==> config.mk <==
export PLATFORM = sky130hd
export DESIGN_NAME = clle_ram
export DESIGN_NICKNAME = d
export VERILOG_FILES = /design/src/rtl/clle_ram.sv
export SDC_FILE = /design/constraint.sdc
export NUM_CORES = 1
export LEC_CHECK = 0
export BUFFER_PORTS_ARGS = -buffer_cell sky130_fd_sc_hd__buf_2
export CAP_MARGIN = 15
export CORE_MARGIN = 2
export CORE_UTILIZATION = 55
export CTS_CLUSTER_DIAMETER = 50
export DETAILED_ROUTE_END_ITERATION = 16
export PLACE_DENSITY_LB_ADDON = 0.15
export SLEW_MARGIN = 25
export SYNTH_ARGS = -nofsm -noshare
export SYNTH_HDL_FRONTEND = slang
export SYNTH_SLANG_ARGS = --single-unit
==> constraint.sdc <==
create_clock -name clk -period 2 [get_ports clk]
set_input_delay 0.1 -clock clk [delete_from_list [all_inputs] [get_ports clk]]
set_output_delay 0.1 -clock clk [all_outputs]
set_load 0.01 [all_outputs]
==> src/rtl/clle_ram.sv <==
// Generic single-port-write, single-port-read RAM with registered read data.
module clle_ram #(
	parameter int WIDTH = 8,
	parameter int DEPTH = 16
) (
	input  logic                     clk,
	input  logic                     we,
	input  logic [$clog2(DEPTH)-1:0] waddr,
	input  logic [WIDTH-1:0]         wdata,
	input  logic                     re,
	input  logic [$clog2(DEPTH)-1:0] raddr,
	output logic [WIDTH-1:0]         rdata
);

	logic [WIDTH-1:0] mem [DEPTH];

	always_ff @(posedge clk) begin
		if (we) begin
			mem[waddr] <= wdata;
		end
		if (re) begin
			rdata <= mem[raddr];
		end
	end

endmodule

# Word-level counts from Yosys, hierarchy flattened
# Memory sizes are Yosys's and may differ from the RTL's. A register that Yosys moved wholly into a read port is not among the register bits.
# Index checks and enable logic that the tools add are counted.
# word_totals
reg_bits,0
mem_bits_rw,128
out_inout_bits,8
memories,1
# op_classes
muxes,2
# memory_table
name,words,word_bits,read_ports,rd_ports_with_merged_regs,write_ports,line,text
mem,16,8,1,1,1,15,logic [WIDTH-1:0] mem [DEPTH];
# ops
op,n
1-bit 2-to-1 mux,2

# Logic depth before layout (Yosys ltp)
# Gate-level depths: netlist of run 1.
# logic_depth
word_depth,2
depth_mapped,5
mapped_depth_nobuf,3

# Least setup slack after synthesis of run 1
# Ideal clock, no wire load.
# synth_timing
kind,input-to-reg
from,input port waddr[2]
to,"memory mem[0][0], enable pin"
setup_time_ns,0.383
arrival_time_ns,1.210
required_time_ns,1.617
path_slack_ns,0.407
stages,2
cell_sequence,or3b_2 nor3_1
# synth_rtl
item,line,text
"start, declared",8,"input logic [$clog2(DEPTH)-1:0] waddr,"
"end, declared",15,
# No word-level cell before the write port.

==> results of run 1 <==
## state kept, by name (all words and copies together) (netlist names)
name	count
mem	128
rdata	8
## cells by family after synthesis
family,after synthesis
flops,136
simple gates,35
mux,32
compound gates,16
buf+inv,10
## power by group through the flow
| stage | clock network (mW) | registers (mW) | logic (mW) |
|---|---|---|---|
| 2_1_floorplan | 0 | 3.29 | 0.162 |
| 3_3_place_gp | 0 | 3.29 | 0.294 |
| 3_5_place_dp | 0 | 3.29 | 0.299 |
| 4_1_cts | 3.34 | 3.23 | 0.314 |
| 5_1_grt | 3.46 | 3.23 | 0.341 |
| 6_report | 3.31 | 3.23 | 0.311 |
## routing by layer
layer / part of all wire [%] / vias to the layer above / global-route usage (%) / routed length [um]
met1: 44 / 1318 / 32.3 / 4460
met3: 6.3 / 17 / 6.42 / 636
met4: 1.6 / 0 / 6.86 / 157
li1: - / 1115 / - / -
met5: 0 / - / 0 / 0
met2: 48 / 124 / 32.0 / 4790
## cell usage in the layout, fill, tap and decap left out, types with 2 or more instances in the layout
| cell type | synthesis | layout |
|---|---|---|
| clkinv_4 | 0 | 3 |
| edfxtp_1 | 136 | 136 |
| nor3_1 | 4 | 4 |
| nand3b_1 | 2 | 2 |
| clkbuf_16 | 0 | 16 |
| clkinvlp_4 | 0 | 2 |
| buf_4 | 1 | 21 |
| a22oi_1 | 16 | 16 |
| bufinv_16 | 0 | 5 |
| mux4_2 | 18 | 18 |
| buf_2 | 3 | 26 |
| mux4_1 | 14 | 14 |
| nor2_1 | 13 | 13 |
| nand2_1 | 9 | 9 |
| nand2b_1 | 2 | 2 |
| dlygate4sd3_1 | 0 | 9 |
| inv_6 | 0 | 3 |
## worst reg2reg max path, delay by kind of cell, from the launching register on
kind            cells  cell delay, ns
compound gates      1            0.29
flops               1            0.35
mux                 1            0.52
simple gates        1            0.09
## metrics by stage
| step | std cells | hold slack [ns] |
|---|---|---|
| 2_1_floorplan | 229 | 0.199 |
| 4_1_cts | 437 | 0.141 |
| 5_1_grt | 437 | 0.159 |
| 3_3_place_gp | 396 | 0.488 |
| 6_report | 437 | 0.162 |
| 3_5_place_dp | 396 | 0.492 |
## how the worst min path moves through the flow
stage	end	slack, ns	startpoint
after floorplan	mem[0][0]$_DFFE_PP_	0.20	wdata[0]
final	mem[4][6]$_DFFE_PP_	0.16	waddr[0]
after CTS	mem[4][7]$_DFFE_PP_	0.14	waddr[0]
after detailed placement	mem[4][2]$_DFFE_PP_	0.49	wdata[2]
after global placement	mem[5][2]$_DFFE_PP_	0.49	wdata[2]
after global routing	mem[4][7]$_DFFE_PP_	0.16	waddr[0]
## timing repair
item                                    CTS  global route
gates resized for setup                   0             0
hold buffers                              9             0
hold endpoints to repair                136             0
endpoints found under the setup margin    0             0
## final cells by class
| type | instances | area share, % |
|---|---|---|
| sequential | 136 | 64.4 |
| multi-input combinational | 83 | 16.7 |
| clock buffer | 18 | 6.59 |
| timing repair buffer | 57 | 6.28 |
| clock inverter | 14 | 3.49 |
| tap | 129 | 2.55 |
==> metrics, run 1 <==
status completed; average size of a mapped cell between 20 and 25 um2; area grow syn2layout 21.3%; Commonest cells post-synth edfxtp_1 (136), mux4_2 (18), a22oi_1 (16); slowest stage delay, CP approximately 0.52 ns; die span in y ~100 um; adder-cell share of the synthesized area 0%; Post-DRT Antenna Nets 0; Slew headroom approximately half; Seq pwr share a little under half; crit start category flop; final instance area between 6000 and 7000 um2; Initial Utilization roughly 57%; hold path depth 3; worst min-delay path class input pin to flop; Setup violations, final 0; Worst Max-Slew Pin Slew approximately 0.73 ns; Worst EP arrival roughly 1.8 ns; mux share of post-synthesis cell area 14.8%; CTS clk-pin slew, worst paths approximately 0.060 ns; post-layout minimum cycle time between 1 and 1.5 ns; crit end category flop; Worst Setup EP rdata[4]$_DFFE_PP_; clk sink count between 100 and 150; die footprint around 10000 um2; WP data required about 2.3 ns; Reg2Reg Setup Slack about 0.50 ns; Routability Congestion between 0.7 and 0.8; largest area contributor in the netlist edfxtp_1; Inserted Clock Buffers 17; library cells used by synthesis 18; initial drt markers 151; Final Hold Viols 0; total grt overflow 0; Compound-Gate Fraction of Synth Area between 2 and 2.5%; HPWL after DPL around 6.4 mm; syn nets 248; share of cells above drive strength 1 31.5%; Syn. warnings 0; Max FO, Critical Path 1; first-pass GRT wire length around 15 mm; Register-to-Register Path Depth 3; Avg WL per Cell 23.0 um; Post-CTS Setup Inserts 0; crit-path leading delay family multiplexers; Post-Place Setup Slack between 0.2 and 0.3 ns; PnR Total Power 6.85 mW; share of flip-flops with an asynchronous set or reset 0%; vias in the first global route between 2000 and 2500; Synth top area share between 70% and 80%; CP Cell Sequence mux4_1 -> a22oi_1 -> nand2_1; critical path's slowest cell mux4_1; Crit Path Class flop to flop; Clock Tree Buf Depth 2; Crit Reg-Reg Endpoint rdata[4]$_DFFE_PP_; Psw approximately 1.3 mW; core area ~9000 um2; crit path from mem[9][4]$_DFFE_PP_; Setup TNS 0 ns; diodes inserted 0; post-synthesis xor/xnor area fraction 0%; antenna violations before repair 0; Max Clock Skew between 0.01 and 0.015 ns; first-pass detailed-route iteration total 4; maximum VDD drop 899 uV; simple-gate share of the synthesized area under 10%; Final Util a little under 70%; CTS root buf clkbuf_8; Setup WS post-layout ~0.5 ns; Global Route Usage Sum between 20 and 25%; ys flop type edfxtp_1; sw frac between 10% and 20%; WL final ~10 mm; Ports 27; dpl cell area around 5600 um2; via-per-instance ratio a little under 6; leakage 2.17 nW; Via Count around 2600; clock share of power roughly half; Cell Rows 35; synth top area cells edfxtp_1 (78%), mux4_2 (7.8%), mux4_1 (7.0%); post-synth design cell area between 5000 and 6000 um2; CTS tree done; pwr/cell area approximately 1100 nW/um2; Max Clk Rate 668 MHz; number of flops mapped to enable cells by yosys about 140; Buf/Inv on CP 0; Max-cap violations 0; number of remaining DRC errors 0; largest net degree at the start of global routing 33; clk_lat worst skew approximately 0.52 ns; post-synthesis sequential area ratio roughly 80%; internal power between 5 and 6 mW; Final Slew Violations 0; Yosys reg bits around 140; period utilization between 70% and 80%; Comb power frac 4.5%; Final #Nets between 300 and 400; most frequent cell after synthesis edfxtp_1; Post-Synthesis Cells approximately 230; H-tree levels 4; die width between 100 and 150 um; largest family of logic cells by synthesized area multiplexers; Filler cells 577; Buffers on Ports 26; reg2reg start mem[9][4]$_DFFE_PP_; FF/Latch Area 4080 um2; Worst path depth 3; multi-input combinational cell area 1060 um2; RSZ-0062 raised after global routing no
(Power assumes the default switching activity.)
==> run 2, diff against run 1 <==
Settings changed: ABC_AREA set to 1.
Clock period 2 ns to 1.38 ns, I/O delays scaled along.
==> run 2 against run 1 <==
Against the previous run: power increased by 40%; utilization decreased by 2.2 points; combinational power grew 91%; critical endpoint is now rdata[5]$_DFFE_PP_; critical path depth rose by 3; sequential power grew 45%; largest cell class unchanged; die area grew 11%.
==> metrics, run 2 <==
status completed; clk_lat worst skew 0.52 ns (about the same); RSZ-0062 raised after global routing no; hold path depth 3 (unchanged); Buffers on Ports 26 (unchanged); initial drt markers 294 (+95%); CTS clk-pin slew, worst paths 0.06 ns (about the same); syn nets 570 (+130%); most frequent cells in the layout nand2_1 (173), edfxtp_1 (136), inv_1 (100); Final #Nets 625 (+99%); average size of a mapped cell 10.6 um2 (-54%); Initial Utilization 56.6% (+0.061 points); H-tree levels 4 (unchanged); WL final 12.9 mm (+29%); Final Hold Viols 0 (unchanged); number of remaining DRC errors 0 (unchanged); crit end category flop; HPWL after DPL 7.96 mm (+24%); Avg WL per Cell 17.1 um (-25%); Post-Layout Cell Count 755 (+73%); CTS tree done; Worst Max-Slew Pin Slew 0.601 ns (-0.125 ns); Worst EP arrival 1.47 ns (-0.28 ns); pwr/cell area 1400 nW/um2 (+30%); Syn. warnings 0 (unchanged); core area 10300 um2 (+12%); Final Slew Violations 0 (unchanged); share of flip-flops with an asynchronous set or reset 0% (unchanged); Biggest register mem; max reg flops 128 (unchanged); library cells used by synthesis 11 (-7); Register-to-Register Path Depth 6 (+3); period utilization 87.9% (+13 points); area grow syn2layout 17.3%; die footprint 11500 um2 (+11%); first-pass detailed-route iteration total 5 (+1); Global Route Usage Sum 24.7% (+2.9 points); Post-Synthesis Cells 551 (+140%); crit start category flop; Max Clock Skew 0.00481 ns (-0.00628 ns); most frequent cell after synthesis nand2_1; largest net degree at the start of global routing 55 (+67%); first-pass GRT wire length 20.3 mm (+34%); final instance area 6860 um2 (+8.2%); clk sink count 136 (unchanged); post-layout minimum cycle time 1.21 ns (-0.283 ns); Slew headroom 59.9% (+8.4 points); post-synth design cell area 5850 um2 (+12%); leakage 2.98 nW (+37%); Regs by FF count mem (128), rdata (8); Commonest cells post-synth nand2_1 (173), edfxtp_1 (136), inv_1 (100); Setup TNS 0 ns (unchanged); multi-input combinational cell area 1210 um2 (+15%); worst min-delay path class input pin to flop; Yosys reg bits 136 (unchanged); total grt overflow 0 (unchanged); Max-cap violations 0 (unchanged); synth top area cells edfxtp_1 (70%), nand2_1 (11%), nand3_1 (8.3%); ys flop type edfxtp_1; Setup violations, final 0 (unchanged); diodes inserted 0 (unchanged); Max FO, Critical Path 1 (unchanged); Inserted Clock Buffers 17 (unchanged); post-synthesis sequential area ratio 69.8% (-8.3 points); via-per-instance ratio 5.17 (-12%); Filler cells 824 (+43%); Crit Path Class flop to flop; FF/Latch Area 4080 um2 (unchanged); Max Clk Rate 824 MHz (+23%); die span in y 107 um (+5.5%); Post-CTS Setup Inserts 0 (unchanged); antenna violations before repair 0 (unchanged); vias in the first global route 3757 (+51%); die width 107 um (+5.5%); Hold WS 0.0409 ns (-0.121 ns); share of cells above drive strength 1 13.1% (-18 points); Ports 27 (unchanged); Post-DRT Antenna Nets 0 (unchanged); Routability Congestion 0.844 (+15%); Synth top area share 69.8% (-8.3 points); number of flops mapped to enable cells by yosys 136 (unchanged); CTS root buf clkbuf_8; Cell Rows 37 (+5.7%); dpl cell area 6190 um2 (+10%); Clock Tree Buf Depth 2 (unchanged); Via Count 3906 (+52%); maximum VDD drop 843 uV (-6.2%); commonest non-fill, non-tap cell in the layout nand2_1; largest area contributor in the netlist edfxtp_1; PnR Total Power 9.62 mW (+40%); WP data required 1.64 ns (-0.61 ns); Placed Cells 713 (+80%)
[run 2: cell types whose count changed in the layout (fill, tap and decap cells not counted), sizes merged, moves of 4 or more]
cell	change
nand2	+164
clkinv	+4
inv	+99
nand3	+96
mux4	-32
nor3	-4
nor2	+4
a22oi	-16
[run 2: report_power, final]
part / internal [mW] / switching, mW
Clock: 2.71 / 1.63
Sequential: 4.66 / 0.0272
Combinational: 0.188 / 0.406
[run 2: final timing paths]
| path | start | slack (ns) | to |
|---|---|---|---|
| worst max register to register | mem[10][5]$_DFFE_PP_ | 0.17 | rdata[5]$_DFFE_PP_ |
| worst min register to register | mem[12][4]$_DFFE_PP_ | 0.76 | rdata[4]$_DFFE_PP_ |
| worst min-delay path | we | 0.04 | mem[2][5]$_DFFE_PP_ |
| worst max-delay path | mem[10][5]$_DFFE_PP_ | 0.17 | rdata[5]$_DFFE_PP_ |
[run 2: repair_timing]
action                     in CTS  in global routing
hold endpoints to repair      141                  0
hold buffers                   10                  0
setup endpoints to repair       0                  0
resized for setup               0                  0
[run 2: routing by layer]
layer	part of all wire, %	up-vias	track usage [%]
met2	46	169	36.3
met4	2.1	0	10.2
li1	-	1889	-
met3	7.6	20	5.53
met1	45	1828	35.8
met5	0	-	0
[run 2: final cells by class]
class / instances / share of cell area [%]
inverter: 102 / 5.58
clock inverter: 15 / 2.33
timing repair buffer: 60 / 6.35
tap: 136 / 2.48
clock buffer: 17 / 6.04
sequential: 136 / 59.5
multi-input combinational: 289 / 17.7
[run 2: kinds of logic (layout without fill, tap and decap cells)]
family,after synthesis,after routing,synth area share [%]
buffers and inverters,126,194,9.39
flip-flops,136,136,69.8
AND/OR/NAND/NOR,289,289,20.8
[run 2: worst max-delay path, cell delays in order (launching register included)]
cell,delay (ns)
edfxtp_1,0.36
inv_1,0.07
nand2_1,0.06
nand3_1,0.10
nand3_1,0.12
nand3_1,0.14
nand2_1,0.10
[run 2: metrics by stage]
step | utilization (%) | setup WS [ns]
final | 66.5 | 0.166
after CTS | 66.5 | 0.166
after detailed placement | 59.9 | 0.102
after global placement | 59.9 | 0.113
after global routing | 66.5 | 0.107
after floorplan | - | 0.360
